===== src/rtl/fcp_pkg.sv =====
package fcp_pkg;

   // frame delimiters
   localparam logic [7:0] START_BYTE = 8'h3C;
   localparam logic [7:0] END_BYTE   = 8'h3E;

   // channel numbers as carried in the channel byte
   localparam logic [1:0] CHAN_LIGHT = 2'd1;
   localparam logic [1:0] CHAN_PWM2  = 2'd2;
   localparam logic [1:0] CHAN_PWM3  = 2'd3;

   // highest channel number accepted
   localparam logic [7:0] CHAN_MAX   = 8'd3;
   // highest value accepted for the on/off channel
   localparam logic [7:0] LIGHT_MAX  = 8'd1;

   localparam int unsigned PWM_CHANNELS = 2;
   localparam logic [7:0]  COUNT_TOP    = 8'hFF;

   // command codes
   typedef enum logic {
      CMD_BYTE = 1'b0,
      CMD_TICK = 1'b1
   } cmd_type;

   // parser phases
   typedef enum logic [1:0] {
      PH_WAIT  = 2'd0,
      PH_CHAN  = 2'd1,
      PH_VALUE = 2'd2,
      PH_CLOSE = 2'd3
   } phase_type;

   typedef struct packed {
      logic       cmd;
      logic [7:0] rx_byte;
   } req_type;

   typedef struct packed {
      logic out1_level;
      logic pwm2_level;
      logic pwm3_level;
      logic frame_applied;
   } rsp_type;

   // one item handed from the input register to the processing units
   typedef struct packed {
      logic byte_en;
      logic tick_en;
      logic [7:0] rx_byte;
   } step_type;

   // parser results for the word being formed
   typedef struct packed {
      logic light_on;
      logic applied;
   } parse_type;

   typedef logic [PWM_CHANNELS-1:0][7:0] duty_type;

endpackage


===== src/rtl/fcp_parser.sv =====
module fcp_parser (
   input  logic               clock,
   input  logic               reset,
   input  fcp_pkg::step_type  step,
   output fcp_pkg::parse_type parse,
   output fcp_pkg::duty_type  duty_buf
);

   fcp_pkg::phase_type phase_ff, phase_in;
   logic [1:0]         chan_ff, chan_in;
   logic [7:0]         value_ff, value_in;
   logic               light_ff, light_in;
   fcp_pkg::duty_type  buf_ff, buf_in;
   logic               applied;
   logic               chan_ok;
   logic               value_ok;
   logic               close_ok;

   assign chan_ok  = (step.rx_byte != 8'd0) && (step.rx_byte <= fcp_pkg::CHAN_MAX);
   assign value_ok = !((chan_ff == fcp_pkg::CHAN_LIGHT) && (step.rx_byte > fcp_pkg::LIGHT_MAX));
   assign close_ok = (step.rx_byte == fcp_pkg::END_BYTE);

   // next phase
   always_comb begin
      phase_in = phase_ff;
      if (step.byte_en) begin
         case (phase_ff)
            fcp_pkg::PH_WAIT: begin
               if (step.rx_byte == fcp_pkg::START_BYTE) phase_in = fcp_pkg::PH_CHAN;
            end
            fcp_pkg::PH_CHAN: begin
               phase_in = chan_ok ? fcp_pkg::PH_VALUE : fcp_pkg::PH_WAIT;
            end
            fcp_pkg::PH_VALUE: begin
               phase_in = value_ok ? fcp_pkg::PH_CLOSE : fcp_pkg::PH_WAIT;
            end
            fcp_pkg::PH_CLOSE: begin
               phase_in = fcp_pkg::PH_WAIT;
            end
            default: begin
               phase_in = fcp_pkg::PH_WAIT;
            end
         endcase
      end
   end

   // frame fields, apply on close
   always_comb begin
      chan_in  = chan_ff;
      value_in = value_ff;
      light_in = light_ff;
      buf_in   = buf_ff;
      applied  = 1'b0;
      if (step.byte_en) begin
         case (phase_ff)
            fcp_pkg::PH_CHAN: begin
               if (chan_ok) chan_in = step.rx_byte[1:0];
            end
            fcp_pkg::PH_VALUE: begin
               if (value_ok) value_in = step.rx_byte;
            end
            fcp_pkg::PH_CLOSE: begin
               if (close_ok) begin
                  applied = 1'b1;
                  case (chan_ff)
                     fcp_pkg::CHAN_LIGHT: begin
                        // a value of 0 is taken but leaves the light as it is
                        if (value_ff != 8'd0) light_in = 1'b1;
                     end
                     fcp_pkg::CHAN_PWM2: begin
                        buf_in[0] = value_ff;
                     end
                     fcp_pkg::CHAN_PWM3: begin
                        buf_in[1] = value_ff;
                     end
                     default: begin
                        buf_in = buf_ff;
                     end
                  endcase
               end
            end
            default: begin
               applied = 1'b0;
            end
         endcase
      end
   end

   always_ff @(posedge clock) begin
      if (reset) begin
         phase_ff <= fcp_pkg::PH_WAIT;
         chan_ff  <= 2'd0;
         value_ff <= 8'd0;
         light_ff <= 1'b1;
         buf_ff   <= '0;
      end else begin
         phase_ff <= phase_in;
         chan_ff  <= chan_in;
         value_ff <= value_in;
         light_ff <= light_in;
         buf_ff   <= buf_in;
      end
   end

   assign parse.light_on = light_in;
   assign parse.applied  = applied;
   assign duty_buf       = buf_ff;

endmodule


===== src/rtl/fcp_pwm.sv =====
module fcp_pwm (
   input  logic              clock,
   input  logic              reset,
   input  fcp_pkg::step_type step,
   input  fcp_pkg::duty_type duty_buf,
   output logic [fcp_pkg::PWM_CHANNELS-1:0] level
);

   logic [7:0]        count_ff, count_in;
   fcp_pkg::duty_type active_ff, active_in;
   logic              wrap;

   // counter advance; duties reload on wrap to zero
   assign wrap     = step.tick_en && (count_ff == fcp_pkg::COUNT_TOP);
   assign count_in = step.tick_en ? count_ff + 8'd1 : count_ff;

   always_comb begin
      active_in = wrap ? duty_buf : active_ff;
      for (int i = 0; i < fcp_pkg::PWM_CHANNELS; i++) begin
         level[i] = (count_in <= active_in[i]);
      end
   end

   always_ff @(posedge clock) begin
      if (reset) begin
         count_ff  <= 8'd0;
         active_ff <= '0;
      end else begin
         count_ff  <= count_in;
         active_ff <= active_in;
      end
   end

endmodule


===== src/rtl/framed_light_command_pwm.sv =====
// channel | direction | handshake                      | word
// req_    | in        | req_valid / req_ready          | fcp_pkg::req_type (cmd, rx_byte)
// rsp_    | out       | rsp_valid / rsp_ready          | fcp_pkg::rsp_type (levels, frame_applied)
//
// Every word in gives one word out: it sits in the input register, then the result
// register offers it until it is taken.
// One word per clock is sustained while rsp_ready stays high: input register, one
// pass of parser and PWM logic, then the result register.
// Synchronous active-high reset: light on, duties and counter zero, parser idle.
// A stalled result holds in its register; the input register still takes one
// more word, so req_ready drops only when both are full and rsp_ready is low.
module framed_light_command_pwm (
   input  logic             clock,
   input  logic             reset,
   input  logic             req_valid,
   output logic             req_ready,
   input  fcp_pkg::req_type req_data,
   output logic             rsp_valid,
   input  logic             rsp_ready,
   output fcp_pkg::rsp_type rsp_data
);

   logic                  in_valid_ff, in_valid_in;
   fcp_pkg::req_type      in_data_ff;
   logic                  rsp_valid_ff, rsp_valid_in;
   fcp_pkg::rsp_type      rsp_data_ff, rsp_data_in;
   logic                  advance;
   logic                  req_take;
   fcp_pkg::step_type     step;
   fcp_pkg::parse_type    parse;
   fcp_pkg::duty_type     duty_buf;
   logic [fcp_pkg::PWM_CHANNELS-1:0] level;

   // pipeline control
   assign advance   = in_valid_ff && (!rsp_valid_ff || rsp_ready);
   assign req_ready = !in_valid_ff || advance;
   assign req_take  = req_valid && req_ready;

   assign in_valid_in  = req_take ? 1'b1 : (advance ? 1'b0 : in_valid_ff);
   assign rsp_valid_in = advance ? 1'b1 : (rsp_ready ? 1'b0 : rsp_valid_ff);

   // word presented to the units
   assign step.byte_en = advance && (in_data_ff.cmd == fcp_pkg::CMD_BYTE);
   assign step.tick_en = advance && (in_data_ff.cmd == fcp_pkg::CMD_TICK);
   assign step.rx_byte = in_data_ff.rx_byte;

   fcp_parser u_parser (
      .clock    (clock),
      .reset    (reset),
      .step     (step),
      .parse    (parse),
      .duty_buf (duty_buf)
   );

   fcp_pwm u_pwm (
      .clock    (clock),
      .reset    (reset),
      .step     (step),
      .duty_buf (duty_buf),
      .level    (level)
   );

   // result word
   always_comb begin
      rsp_data_in               = rsp_data_ff;
      if (advance) begin
         rsp_data_in.out1_level    = parse.light_on;
         rsp_data_in.pwm2_level    = level[0];
         rsp_data_in.pwm3_level    = level[1];
         rsp_data_in.frame_applied = parse.applied;
      end
   end

   always_ff @(posedge clock) begin
      if (reset) begin
         in_valid_ff  <= 1'b0;
         rsp_valid_ff <= 1'b0;
      end else begin
         in_valid_ff  <= in_valid_in;
         rsp_valid_ff <= rsp_valid_in;
      end
   end

   // payload registers
   always_ff @(posedge clock) begin
      if (req_take) in_data_ff <= req_data;
      rsp_data_ff <= rsp_data_in;
   end

   assign rsp_valid = rsp_valid_ff;
   assign rsp_data  = rsp_data_ff;

endmodule


===== config.mk =====
export PLATFORM = sky130hd
export DESIGN_NAME = framed_light_command_pwm
export DESIGN_NICKNAME = d
export VERILOG_FILES = /design/src/rtl/fcp_pkg.sv /design/src/rtl/fcp_parser.sv /design/src/rtl/fcp_pwm.sv /design/src/rtl/framed_light_command_pwm.sv
export SDC_FILE = /design/constraint.sdc
export NUM_CORES = 1
export LEC_CHECK = 0
export ABC_AREA = 1
export BUFFER_PORTS_ARGS = -buffer_cell sky130_fd_sc_hd__buf_2
export CORE_MARGIN = 2
export CORE_UTILIZATION = 33
export CTS_CLUSTER_SIZE = 8
export DETAILED_ROUTE_END_ITERATION = 10
export GPL_TIMING_DRIVEN = 0
export HOLD_SLACK_MARGIN = 0.12
export SETUP_SLACK_MARGIN = 0.3
export SYNTH_ARGS = -nofsm -noshare
export SYNTH_HDL_FRONTEND = slang
export SYNTH_SLANG_ARGS = --single-unit

===== constraint.sdc =====
create_clock -name clock -period 2.8 [get_ports clock]
set_input_delay 0.56 -clock clock [delete_from_list [all_inputs] [get_ports clock]]
set_output_delay 0.56 -clock clock [all_outputs]
set_load 0.02 [all_outputs]

======== Word-level counts from Yosys, hierarchy flattened ========
Index checks and enable logic that the tools add are counted.
word-level totals
  bits in registers ....................... 68
  input bits .............................. 13
  logic and storage cells ................. 72
cells by class
  add/subtract/negate cells ............... 1
  magnitude comparators ................... 4
  equality and inequality tests ........... 10
  muxes and demuxes ....................... 16
  bitwise operators ....................... 2
  reduce and logical (&&, ||, !) cells .... 22
operator list
  operator                                                number
  equality test 8 x 6 -> 1 bit (second input constant)    2
  <= comparator 8 bit                                     2
  2-to-1 mux 16 bit                                       1
  nonzero test 8 bit                                      2
  2-to-1 mux 1 bit                                        10
  adder 8 x 1 -> 8 bit (second input constant)            1
  equality test 2 bit (second input constant)             4
  equality test 8 bit (second input constant)             1
  > comparator 8 x 1 -> 1 bit (second input constant)     1
  <= comparator 8 x 2 -> 1 bit (second input constant)    1
  2-to-1 mux 8 bit                                        1
  case mux 2 bit (4 select lines)                         1
  AND reduction 4 bit                                     2
  logical AND 1 bit                                       7
  2-to-1 mux 2 bit                                        3
  AND reduction 3 bit                                     2
  equality test 2 x 1 -> 1 bit (second input constant)    2
  AND reduction 2 bit                                     2
  nonzero test 2 bit                                      2
  zero test 1 bit                                         2
  zero test 2 bit                                         1
  logical OR 1 bit                                        2
  inequality test 2 x 1 -> 1 bit (second input constant)  1
  NOT 1 bit                                               2

======== Depth between registers and ports, before layout ========
Gate-level depths: netlist (run 1).
  depth in word-level cells ............... 7
  mapped depth ............................ 17
  mapped depth without buffers ............ 17

======== By module ========
Synthesis (run 1) repeated with hierarchy kept, for this count alone.
second synthesis, totals
  cells, all modules ...................... 427
  area, all modules ....................... 3,402.0 um^2
modules (own cells, without submodules)
  module                    times used  cells an instance  area each (um^2)  sequential area each (um^2)
  fcp_pwm                   1           199                1,520.2           480.5
  fcp_parser                1           199                1,386.3           580.6
  framed_light_command_pwm  1           29                 495.5             430.4

======== Least setup slack after synthesis (run 1) ========
Ideal clock, no wire load.
  kind .................................... input-to-reg
  start point ............................. input rsp_ready
  end point ............................... register rsp_data_ff, in the netlist rsp_data[1] (data pin)
  setup time .............................. 0.260 ns
  data arrival time ....................... 2.101 ns
  data required time ...................... 2.540 ns
  setup slack ............................. 0.439 ns
  stages .................................. 16
  path buffers ............................ 1
  path through ............................ inv_1 -> nand2_2 -> nand2_2 -> inv_2 -> nand2_2 -> nor2_4 -> buf_6 -> nand2_2 -> nand2_1 -> inv_1 -> ha_1 -> inv_1 -> nor3_1 -> nand2_1 -> nand3_1 -> o21ai_0
between the ends
  cells in the longest elaborated chain, start to end .. 6
  elaborated cells between the ends (all ways) .. 7
RTL lines
  item                   RTL line                        RTL
  start, declared        framed_light_command_pwm.sv:19  input logic rsp_ready,
  logical OR 1 bit *     framed_light_command_pwm.sv:35  assign advance = in_valid_ff && (!rsp_valid_ff || rsp_ready);
  logical AND 1 bit *    framed_light_command_pwm.sv:35
  via advance            framed_light_command_pwm.sv:27  logic advance;
  logical AND 1 bit *    framed_light_command_pwm.sv:44  assign step.tick_en = advance && (in_data_ff.cmd == fcp_pkg::CMD_TICK);
  logical AND 1 bit      fcp_pwm.sv:14                   assign wrap = step.tick_en && (count_ff == fcp_pkg::COUNT_TOP);
  2-to-1 mux 16 bit      fcp_pwm.sv:18                   active_in = wrap ? duty_buf : active_ff;
  <= comparator 8 bit *  fcp_pwm.sv:20                   level[i] = (count_in <= active_in[i]);
  via level, one bit     framed_light_command_pwm.sv:32  logic [fcp_pkg::PWM_CHANNELS-1:0] level;
  end signal, assigned   framed_light_command_pwm.sv:87  rsp_data_ff <= rsp_data_in;
  end, declared          framed_light_command_pwm.sv:26  fcp_pkg::rsp_type rsp_data_ff, rsp_data_in;
Mark *: on every way through the listed nets, which the timed path passes. The rest lies on a longest branch.
A chain may end at the register's enable or synchronous reset.

======== Worst setup path after layout (run 1) ========
  start point ............................. register u_pwm.count_ff[0]
  end point ............................... register rsp_data_ff, in the netlist rsp_data[1] (data pin)
between the ends
  cells in the longest elaborated chain, start to end .. 4
  elaborated cells between the ends (all ways) .. 6
RTL lines
  item                                                                          RTL line                        RTL
  start, declared                                                               fcp_pwm.sv:9                    logic [7:0] count_ff, count_in;
  start signal, assigned                                                        fcp_pwm.sv:29                   count_ff <= count_in;
  parallel branches: the longest is 3 deep, another holds adder 8 x 1 -> 8 bit  -
  <= comparator 8 bit *                                                         fcp_pwm.sv:20
  via level, one bit                                                            framed_light_command_pwm.sv:32
Mark *: on every way through the listed nets, which the timed path passes.

==> flow_summary_export.csv, run 1 <==
group,metric,value,unit
timing,slew_headroom,65.0,%
job,cap_violations,0,
timing,fmax,442,MHz
clock_tree,cts_tree,"done",
power,p_switching,0.432,mW
route,drt_iter0_markers,109,
clock_tree,h-tree-depth,3,
finish,layout.cells.non_filler,619,
floorplan,core,0.00977,mm²
floorplan,row_count,36,
critical_path,crit_path_end_kind,"flip-flop",
global_routing,antenna_found_initial,0,
floorplan,io_pins,19,
critical_path,crit_required,2890,ps
min_path,hp-class,"input port to flip-flop",
timing,finClkSkew,6.90,ps
power,intPower,1.48,mW
finish,final_area,0.00379,mm²
power,ir_drop,0.343,mV
critical_path,path_max_fanout,10,
route,drc,0,
clock_tree,cts_sinks,68,
finish,diodes,0,
finish,fill_cells,1049,
power,power.density,503,mW/mm²
finish,syn2layout_area_growth,14.1,%
critical_path,crit_type,"flip-flop to flip-flop",
timing,hold_violations,0,
clock_tree,numCtsBuffers,9,
clock_tree,root_buffer,"clkbuf_8",
place,gp_congestion,0.888,
clock_tree,cts_hold_buffers,0,
synth,synthFlopType,"dfxtp_1",
route,ant_nets,0,
timing,final-setup-viol-count,0,
synth,synth_edf_count,13,
floorplan,die_h,104,µm
global_routing,grt_max_degree,11,
finish,multi_input_area,0.00151,mm²
critical_path,cp_slowest_cell,"dfxtp_1",
route,wl,6.78,mm
synth,syn_inst,452,
synth,ys_seq_area_share,44.9,%
timing,worst_hold_slack,391,ps
synth,yosys_warnings,0,
place,placed_cell_area,0.00358,mm²
route,routed_via_density,4.42,
synth,synth.distinct_cells,26,
synth,synth-seq-cells,68,
power,swShare,22.6,%
critical_path,path_common_cell,"nand2_1",
clock_tree,clk_path_buf_depth,2,
synth,async_reset_ff_share,0,%
status,outcome,"complete, no violations",
finish,num-nets-final,511,
power,p_seq_share,53.7,%
place,dp_hpwl,5.20,mm
finish,seqCellArea,0.00149,mm²
clock_tree,insertion_delay,340,ps
global_routing,grt_pass1_vias,2649,
synth,synth_nets,482,
finish,layout_commonest_cell,"nand2_1",
timing,grt_setup_unrepaired,"no",
floorplan,design.die.area,0.0109,mm²
route,vias,2736,
timing,tightest_slew,525,ps
synth,syn_avg_cell_area,7.35,µm²
route,wl_per_cell,11.0,µm
global_routing,grt_usage,13.3,%
synth,syn_area,0.00332,mm²
critical_path,start_kind,"flip-flop",
power,pwr-share-comb,5.5,%
finish,drive_gt1_share,10.5,%
floorplan,start_util,34.0,%
critical_path,critPathArrivalTime,2350,ps
place,port_buffers,17,
timing,setup_tns,0,ps
route,dr.pass1.iters,4,
power,pwr-share-clk,40.8,%
place,dp_cells,602,
clock_tree,clkSlewWorstSetupHoldPaths,70,ps
global_routing,grt_overflow,0,
critical_path,crit_path_max_incr_delay,370,ps
finish,final_cell_mix,"125 x nand2_1, 75 x inv_1, 55 x dfxtp_1, 41 x nor2_1, 41 x a21oi_1",
critical_path,worstPathCellList,"ha_1 -> nand3_1 -> nor2_4 -> buf_6 -> nand2_1 -> nand2_1 -> inv_1 -> ha_1 -> nand2_1 -> o21ai_0 -> nand2_1 -> nand3_1 -> o21ai_0",
timing,period_minus_slack,2260,ps
power,p_leak,1.67,nW
global_routing,grt_pass1_wl,11.8,mm
timing,fin_crit_sh,80.8,%
floorplan,die_x,104,µm
timing,finalMaxSlewViolations,0,
==> cell type report <==
class / instances / area share, %
inverters: 77 / 7.69
plain buffers: 9 / 1.39
multi-input cells: 298 / 39.7
flip-flops and latches: 68 / 39.3
clock buffers: 16 / 5.05
repair buffers: 18 / 2.44
well taps: 133 / 4.39
==> power by group through the flow <==
stage	combinational, mW	clock [mW]	sequential [mW]
floorplan	0.0659	0	1.05
global placement	0.101	0	1.05
detailed placement	0.103	0	1.05
CTS	0.103	0.800	1.02
global route	0.121	0.828	1.03
finish	0.105	0.779	1.03
==> per-layer routing <==
| layer | global-route usage [%] | part of all wire, % | routed length (µm) | vias to the layer above |
|---|---|---|---|---|
| li1 | - | - | - | 1484 |
| met4 | 3.67 | 1.2 | 84 | 0 |
| met3 | 4.20 | 3.1 | 210 | 9 |
| met5 | 0 | 0 | 0 | - |
| met1 | 15.6 | 48 | 3230 | 1208 |
| met2 | 23.3 | 48 | 3260 | 35 |
==> registers in the layout, indices dropped and copies added, names as in the netlist, named ones only <==
name	cells
in_data_ff	9
in_valid_ff	1
rsp_data	4
rsp_valid	1
u_parser.chan_ff	2
u_parser.duty_buf	16
u_parser.light_ff	1
u_parser.phase_ff	2
u_parser.value_ff	8
u_pwm.active_ff	16
u_pwm.count_ff	7
==> stage by stage <==
stage                     utilization [%]  setup WS [ps]  total power, mW
after CTS                            38.5            364             1.93
after global placement               36.6           27.0             1.15
after global routing                 38.8            304             1.98
after detailed placement             36.6           26.8             1.15
after floorplan                         -            439             1.12
final                                38.8            537             1.91
==> what timing repair did <==
item / CTS / global route
resized for setup: 0 / 4
setup buffers: 0 / 1
setup endpoints to repair: 0 / 2
==> worst paths after layout <==
path                                        to  cells past startpoint                          from  slack (ps)
setup / recovery         rsp_data[1]$_DFFE_PN_                     13  u_pwm.count_ff[0]$_SDFF_PP0_         540
hold / removal         in_data_ff[1]$_DFFE_PP_                      1                   req_data[1]         390
setup reg to reg         rsp_data[1]$_DFFE_PN_                     13  u_pwm.count_ff[0]$_SDFF_PP0_         540
hold reg to reg   u_parser.light_ff$_SDFF_PP1_                      2  u_parser.light_ff$_SDFF_PP1_         440
==> synth_stat cells, types with 2 or more instances <==
cell,instances,area (µm²)
buf_6,2,22.5
nand2_2,5,31.3
clkbuf_1,6,22.5
xnor2_1,4,35.0
ha_1,17,213
edfxtp_1,13,390
inv_2,2,7.51
dfxtp_1,55,1100
o21ai_0,10,50.1
nor3_1,2,10.0
nand2_1,125,469
nand3_1,26,130
nor2_2,7,43.8
nand4_1,12,75.1
nor2_1,41,154
inv_1,75,282
a21oi_1,41,205
==> cell families after synthesis <==
logic type / synth area share, %
compound gates: 8.62
xor+xnor: 1.32
fa+ha+maj: 6.40
buf+inv: 10.3
flops: 44.9
simple gates: 28.5
==> worst max-delay path, delay by kind of cell, from the launching register on <==
kind | cells | cell delay [ps]
and+or+nand+nor | 7 | 680
adders and majority gates | 2 | 510
DFF | 1 | 370
AOI/OAI and AO/OA | 2 | 240
buffers and inverters | 2 | 210
Note: power is estimated with default switching activity, not from simulation.
==> run 2, diff against run 1 <==
--- a/config.mk
+++ b/config.mk
@@ -5,7 +5,7 @@
 export SDC_FILE = /design/constraint.sdc
 export NUM_CORES = 1
 export LEC_CHECK = 0
-export ABC_AREA = 1
+export ABC_AREA = 0
 export BUFFER_PORTS_ARGS = -buffer_cell sky130_fd_sc_hd__buf_2
 export CORE_MARGIN = 2
 export CORE_UTILIZATION = 33
==> constraint.sdc (replaced) <==
create_clock -name clock -period 2 [get_ports clock]
set_input_delay 0.4 -clock clock [delete_from_list [all_inputs] [get_ports clock]]
set_output_delay 0.4 -clock clock [all_outputs]
set_load 0.02 [all_outputs]
==> run 2 against run 1 <==
The flow now finishes with violations (setup timing); sequential share of layout area is 6.2 points lower; non-clock buffer count is 40 higher; combinational power is 33% higher; critical path depth is 1 lower; synthesized cell count is 22% lower; cell area is 20% higher; total power is 48% higher; fmax is 1.6% lower; utilization is 7.9 points higher; critical path type unchanged; highest routed layer unchanged.
==> flow_summary_export.csv, run 2 <==
group,metric,value,unit
status,outcome,"complete, but fails checks",
status,violations,"setup timing",
critical_path,critPathArrivalTime,2390,ps
timing,tightest_slew,645,ps
finish,fill_cells,894,
synth,synthSimpleGateAreaFrac,22.9,%
synth,synth_common_cells,"55 x dfxtp_1, 34 x nand2_1, 25 x a21oi_1, 25 x nand3_1, 22 x o21ai_0",
floorplan,row_count,36,
place,dp_cells,503,
place,gp_congestion,0.789,
power,pwr-share-clk,44.6,%
clock_tree,clkSlewWorstSetupHoldPaths,80,ps
timing,setup_tns,-960,ps
critical_path,crit_required,2100,ps
route,wl,8.47,mm
synth,ys_seq_area_share,44.9,%
power,finalPower,2.83,mW
synth,synth_nets,382,
floorplan,io_pins,19,
finish,final_cell_mix,"47 x dfxtp_1, 33 x nand2_1, 25 x buf_4, 22 x a21oi_1",
clock_tree,h-tree-depth,3,
clock_tree,clk_path_buf_depth,2,
clock_tree,cts_hold_buffers,0,
synth,synth_mux_area_share,7.13,%
route,drc,0,
timing,fin_crit_sh,115,%
synth,syn_area,0.00332,mm²
synth,syn_avg_cell_area,9.43,µm²
clock_tree,insertion_delay,350,ps
finish,diodes,0,
critical_path,crit_type,"flip-flop to flip-flop",
critical_path,crit_path_end_kind,"flip-flop",
floorplan,design.die.area,0.0109,mm²
clock_tree,cts_sinks,68,
finish,num-nets-final,440,
route,ant_nets,0,
power,ir_drop,0.389,mV
finish,final_area,0.00457,mm²
timing,fmax,435,MHz
route,vias,2806,
power,p_leak,1.72,nW
clock_tree,cts_tree,"done",
timing,final-setup-viol-count,10,
min_path,hp-class,"input port to flip-flop",
power,power.density,620,mW/mm²
synth,yosys_warnings,0,
power,pwr-share-comb,5.0,%
power,swShare,23.2,%
global_routing,grt_pass1_vias,2736,
global_routing,grt_overflow,0,
route,wl_per_cell,15.5,µm
synth,async_reset_ff_share,0,%
power,p_seq_share,50.5,%
place,port_buffers,18,
timing,slew_headroom,57.0,%
synth,synth_top_family_by_area,"simple AND/OR/NAND/NOR gates",
finish,seqCellArea,0.00151,mm²
timing,worst_hold_slack,221,ps
synth,synth_xor_area_share,2.11,%
global_routing,antenna_found_initial,0,
timing,grt_setup_unrepaired,"yes",
global_routing,grt_pass1_wl,13.4,mm
synth,synthFlopType,"dfxtp_1",
timing,finalWorstSetupSlack,-299,ps
job,cap_violations,0,
power,p_switching,0.655,mW
clock_tree,numCtsBuffers,9,
place,dp_hpwl,5.71,mm
clock_tree,root_buffer,"clkbuf_8",
synth,yosys.area.top_type,"dfxtp_1",
floorplan,core,0.00977,mm²
critical_path,path_max_fanout,6,
timing,hold_violations,0,
floorplan,die_h,104,µm
synth,synth_edf_count,13,
route,dr.pass1.iters,4,
synth,synth.distinct_cells,48,
timing,finClkSkew,8.46,ps
critical_path,start_kind,"flip-flop",
timing,finalMaxSlewViolations,0,
floorplan,die_x,104,µm
finish,layout_commonest_cell,"dfxtp_1",
finish,layout.cells.non_filler,548,
route,drt_iter0_markers,100,
route,routed_via_density,5.12,
synth,syn_inst,352,
place,placed_cell_area,0.00369,mm²
synth,synth_area_leaders,"dfxtp_1 33%, edfxtp_1 12%, ha_1 6.4%",
finish,drive_gt1_share,37.1,%
finish,syn2layout_area_growth,37.7,%
finish,fin_util,46.7,%
timing,period_minus_slack,2300,ps
synth,synth_compound_area_share,13.1,%
synth,synth.most_common_cell,"dfxtp_1",
synth,synthAdderAreaFrac,6.41,%
global_routing,grt_max_degree,14,
synth,synth-seq-cells,68,
global_routing,grt_usage,15.6,%
place,post-place-ws,-711,ps
finish,multi_input_area,0.00210,mm²
floorplan,start_util,33.9,%
power,intPower,2.17,mW
synth,synth_top_area_share,33.2,%
run 2: path summary, 6_finish.rpt:
kind	start	endpoint	slack [ps]	depth (start not counted)
max	rsp_valid$_SDFFE_PP0P_	rsp_data[1]$_DFFE_PN_	-300	12
min	req_data[1]	in_data_ff[1]$_DFFE_PP_	220	1
max reg2reg	rsp_valid$_SDFFE_PP0P_	rsp_data[1]$_DFFE_PN_	-300	12
min reg2reg	u_parser.light_ff$_SDFF_PP1_	u_parser.light_ff$_SDFF_PP1_	460	1
run 2: layer usage:
metal | vias to the layer above | track usage (%) | wire (µm)
met1 | 1346 | 18.8 | 3720
li1 | 1393 | - | -
met5 | - | 0 | 0
met3 | 15 | 4.32 | 320
met2 | 52 | 25.7 | 4240
met4 | 0 | 7.05 | 191
run 2: power groups by stage:
stage	Clock [mW]	Sequential, mW	Combinational (mW)
finish	1.26	1.43	0.140
global route	1.35	1.43	0.154
CTS	1.30	1.43	0.127
detailed placement	0	1.46	0.117
global placement	0	1.46	0.114
floorplan	0	1.46	0.0696
run 2: final cells by class:
class	count	share of cell area, %
flip-flops and latches	68	33.1
clock buffers	9	2.71
repair buffers	47	7.94
multi-input cells	259	46.0
inverters	5	0.411
clock inverters	7	2.16
well taps	133	3.64
plain buffers	20	4.05
run 2: logic make-up (layout without fill, tap and decap cells):
family,after synthesis,after routing
buffers and inverters,25,88
XOR/XNOR,8,8
multiplexers,23,23
flip-flops,68,68
AO/OA/AOI/OAI,71,71
adder cells (fa/ha/maj),17,17
AND/OR/NAND/NOR,140,140
run 2: worst max-delay path, cell delays in order, from the launching register on:
cell and delay [ps]:
dfxtp_4 360, nand2b_4 50, clkbuf_8 130, and4_4 180
buf_8 130, buf_6 120, and2_4 150, xor2_4 160
ha_4 280, nand2_2 40, o21ai_2 150, mux2i_1 100
a21o_1 190
run 2: repair_timing:
item                                   CTS  global route
cloned                                   2             1
setup buffers                           19             7
pin swaps                               20            14
gates resized for setup                 52            34
setup endpoints to repair               29            31
endpoints found under the hold margin    0             0
==> run 3, diff against run 2 <==
--- a/config.mk
+++ b/config.mk
@@ -14,6 +14,7 @@
 export GPL_TIMING_DRIVEN = 0
 export HOLD_SLACK_MARGIN = 0.12
 export SETUP_SLACK_MARGIN = 0.3
+export SKIP_CTS_REPAIR_TIMING = 1
 export SYNTH_ARGS = -nofsm -noshare
 export SYNTH_HDL_FRONTEND = slang
 export SYNTH_SLANG_ARGS = --single-unit
==> run 3 against run 2 <==
The run still ends with setup timing left; critical path type unchanged; worst setup slack worse by 22 ps; global-route usage down 1.1 points; cell count down 0.73%; critical endpoint is now rsp_data[2]$_DFFE_PN_; clock-buffer cell count unchanged; utilization down 2.2 points; non-clock buffer count down 4; clock skew up 6.0 ps; largest cell class unchanged.
==> flow_summary_export.csv, run 3 (synthesized netlist as in run 2, its figures left out) <==
group,metric,value,unit
timing,hold_violations,0,
route,wl_per_cell,15.1,µm
power,finalPower,2.82,mW
place,dp_hpwl,5.71,mm
timing,tightest_slew,624,ps
critical_path,crit_path_end_kind,"flip-flop",
clock_tree,root_buffer,"clkbuf_8",
floorplan,design.die.area,0.0109,mm²
finish,final_area,0.00436,mm²
route,routed_via_density,5.17,
global_routing,antenna_found_initial,0,
timing,finalMaxSlewViolations,0,
power,p_leak,1.66,nW
status,outcome,"complete, but fails checks",
critical_path,path_max_fanout,11,
clock_tree,clk_path_buf_depth,2,
timing,setup_tns,-1170,ps
global_routing,grt_pass1_wl,12.4,mm
floorplan,io_pins,19,
critical_path,critPathArrivalTime,2420,ps
clock_tree,insertion_delay,350,ps
clock_tree,cts_tree,"done",
timing,worst_hold_slack,217,ps
finish,layout_commonest_cell,"dfxtp_1",
timing,final-setup-viol-count,10,
timing,fin_crit_sh,116,%
power,ir_drop,0.393,mV
route,wl,8.22,mm
timing,slew_headroom,58.4,%
timing,grt_setup_unrepaired,"yes",
floorplan,start_util,33.9,%
finish,syn2layout_area_growth,31.3,%
place,placed_cell_area,0.00369,mm²
critical_path,crit_type,"flip-flop to flip-flop",
finish,num-nets-final,436,
floorplan,row_count,36,
place,dp_cells,503,
finish,final_cell_mix,"49 x dfxtp_1, 34 x nand2_1, 23 x buf_4, 22 x a21oi_1, 20 x buf_2",
route,vias,2812,
timing,finalWorstSetupSlack,-321,ps
clock_tree,numCtsBuffers,9,
global_routing,grt_usage,14.5,%
timing,fmax,431,MHz
floorplan,core,0.00977,mm²
route,drc,0,
place,gp_congestion,0.789,
critical_path,start_kind,"flip-flop",
floorplan,die_h,104,µm
place,port_buffers,18,
critical_path,crit_required,2100,ps
global_routing,grt_max_degree,14,
power,power.density,647,mW/mm²
global_routing,grt_pass1_vias,2493,
min_path,hp-class,"input port to flip-flop",
floorplan,die_x,104,µm
route,ant_nets,0,
route,drt_iter0_markers,76,
job,cap_violations,0,
clock_tree,h-tree-depth,3,
global_routing,grt_overflow,0,
timing,finClkSkew,14.4,ps
route,dr.pass1.iters,4,
finish,layout.cells.non_filler,544,
status,violations,"setup timing",
finish,diodes,0,
clock_tree,cts_sinks,68,
finish,drive_gt1_share,31.9,%
finish,fill_cells,936,
clock_tree,clkSlewWorstSetupHoldPaths,80,ps
timing,period_minus_slack,2320,ps
==> run 3: cell count changes in the layout (fill, tap and decap cells not counted), sizes merged <==
cell,delta
clkbuf,-2
buf,-1
bufbuf,-1
==> run 3: report_power, final <==
| part | switching (mW) | internal [mW] |
|---|---|---|
| Clock | 0.557 | 0.708 |
| Combinational | 0.0785 | 0.0484 |
| Sequential | 0.0181 | 1.41 |
==> run 3: metrics by stage <==
step / utilization, % / worst slack, ps
after floorplan: - / -224
after global placement: 37.8 / -675
after detailed placement: 37.8 / -711
after CTS: 40.1 / -615
after global routing: 44.6 / -399
final: 44.6 / -321
==> run 3: final cells by class <==
cell class	count	area, µm²	area share, %
plain buffers	20	176	4.05
clock buffers	9	124	2.84
inverters	5	18.8	0.431
flip-flops and latches	68	1510	34.7
well taps	133	166	3.82
repair buffers	43	323	7.41
clock inverters	7	98.8	2.27
multi-input cells	259	1940	44.5
==> run 3: metal layers <==
metal | part of all wire (%) | global-route usage, % | routed length, µm | up-vias
li1 | - | - | - | 1385
met1 | 45 | 18.3 | 3740 | 1364
met2 | 49 | 22.9 | 4050 | 49
met3 | 3.2 | 4.20 | 262 | 14
met4 | 2.0 | 6.56 | 163 | 0
met5 | 0 | 0 | 0 | -
==> run 3: worst paths after layout <==
kind | endpoint | slack (ps) | from | cells after the start
worst max register to register | rsp_data[2]$_DFFE_PN_ | -320 | in_data_ff[8]$_DFFE_PP_ | 9
worst min-delay path | in_data_ff[1]$_DFFE_PP_ | 220 | req_data[1] | 1
worst max-delay path | rsp_data[2]$_DFFE_PN_ | -320 | in_data_ff[8]$_DFFE_PP_ | 9
worst min register to register | u_parser.light_ff$_SDFF_PP1_ | 460 | u_parser.light_ff$_SDFF_PP1_ | 1
==> run 3: critical path: stages, from the launching register on <==
cell and delay [ps]:
edfxtp_1 510, and4_4 240, buf_8 140, and3_4 200, xor2_4 160, ha_1 330
and3_4 190, o21ai_1 70, a21oi_1 140, o22ai_1 90
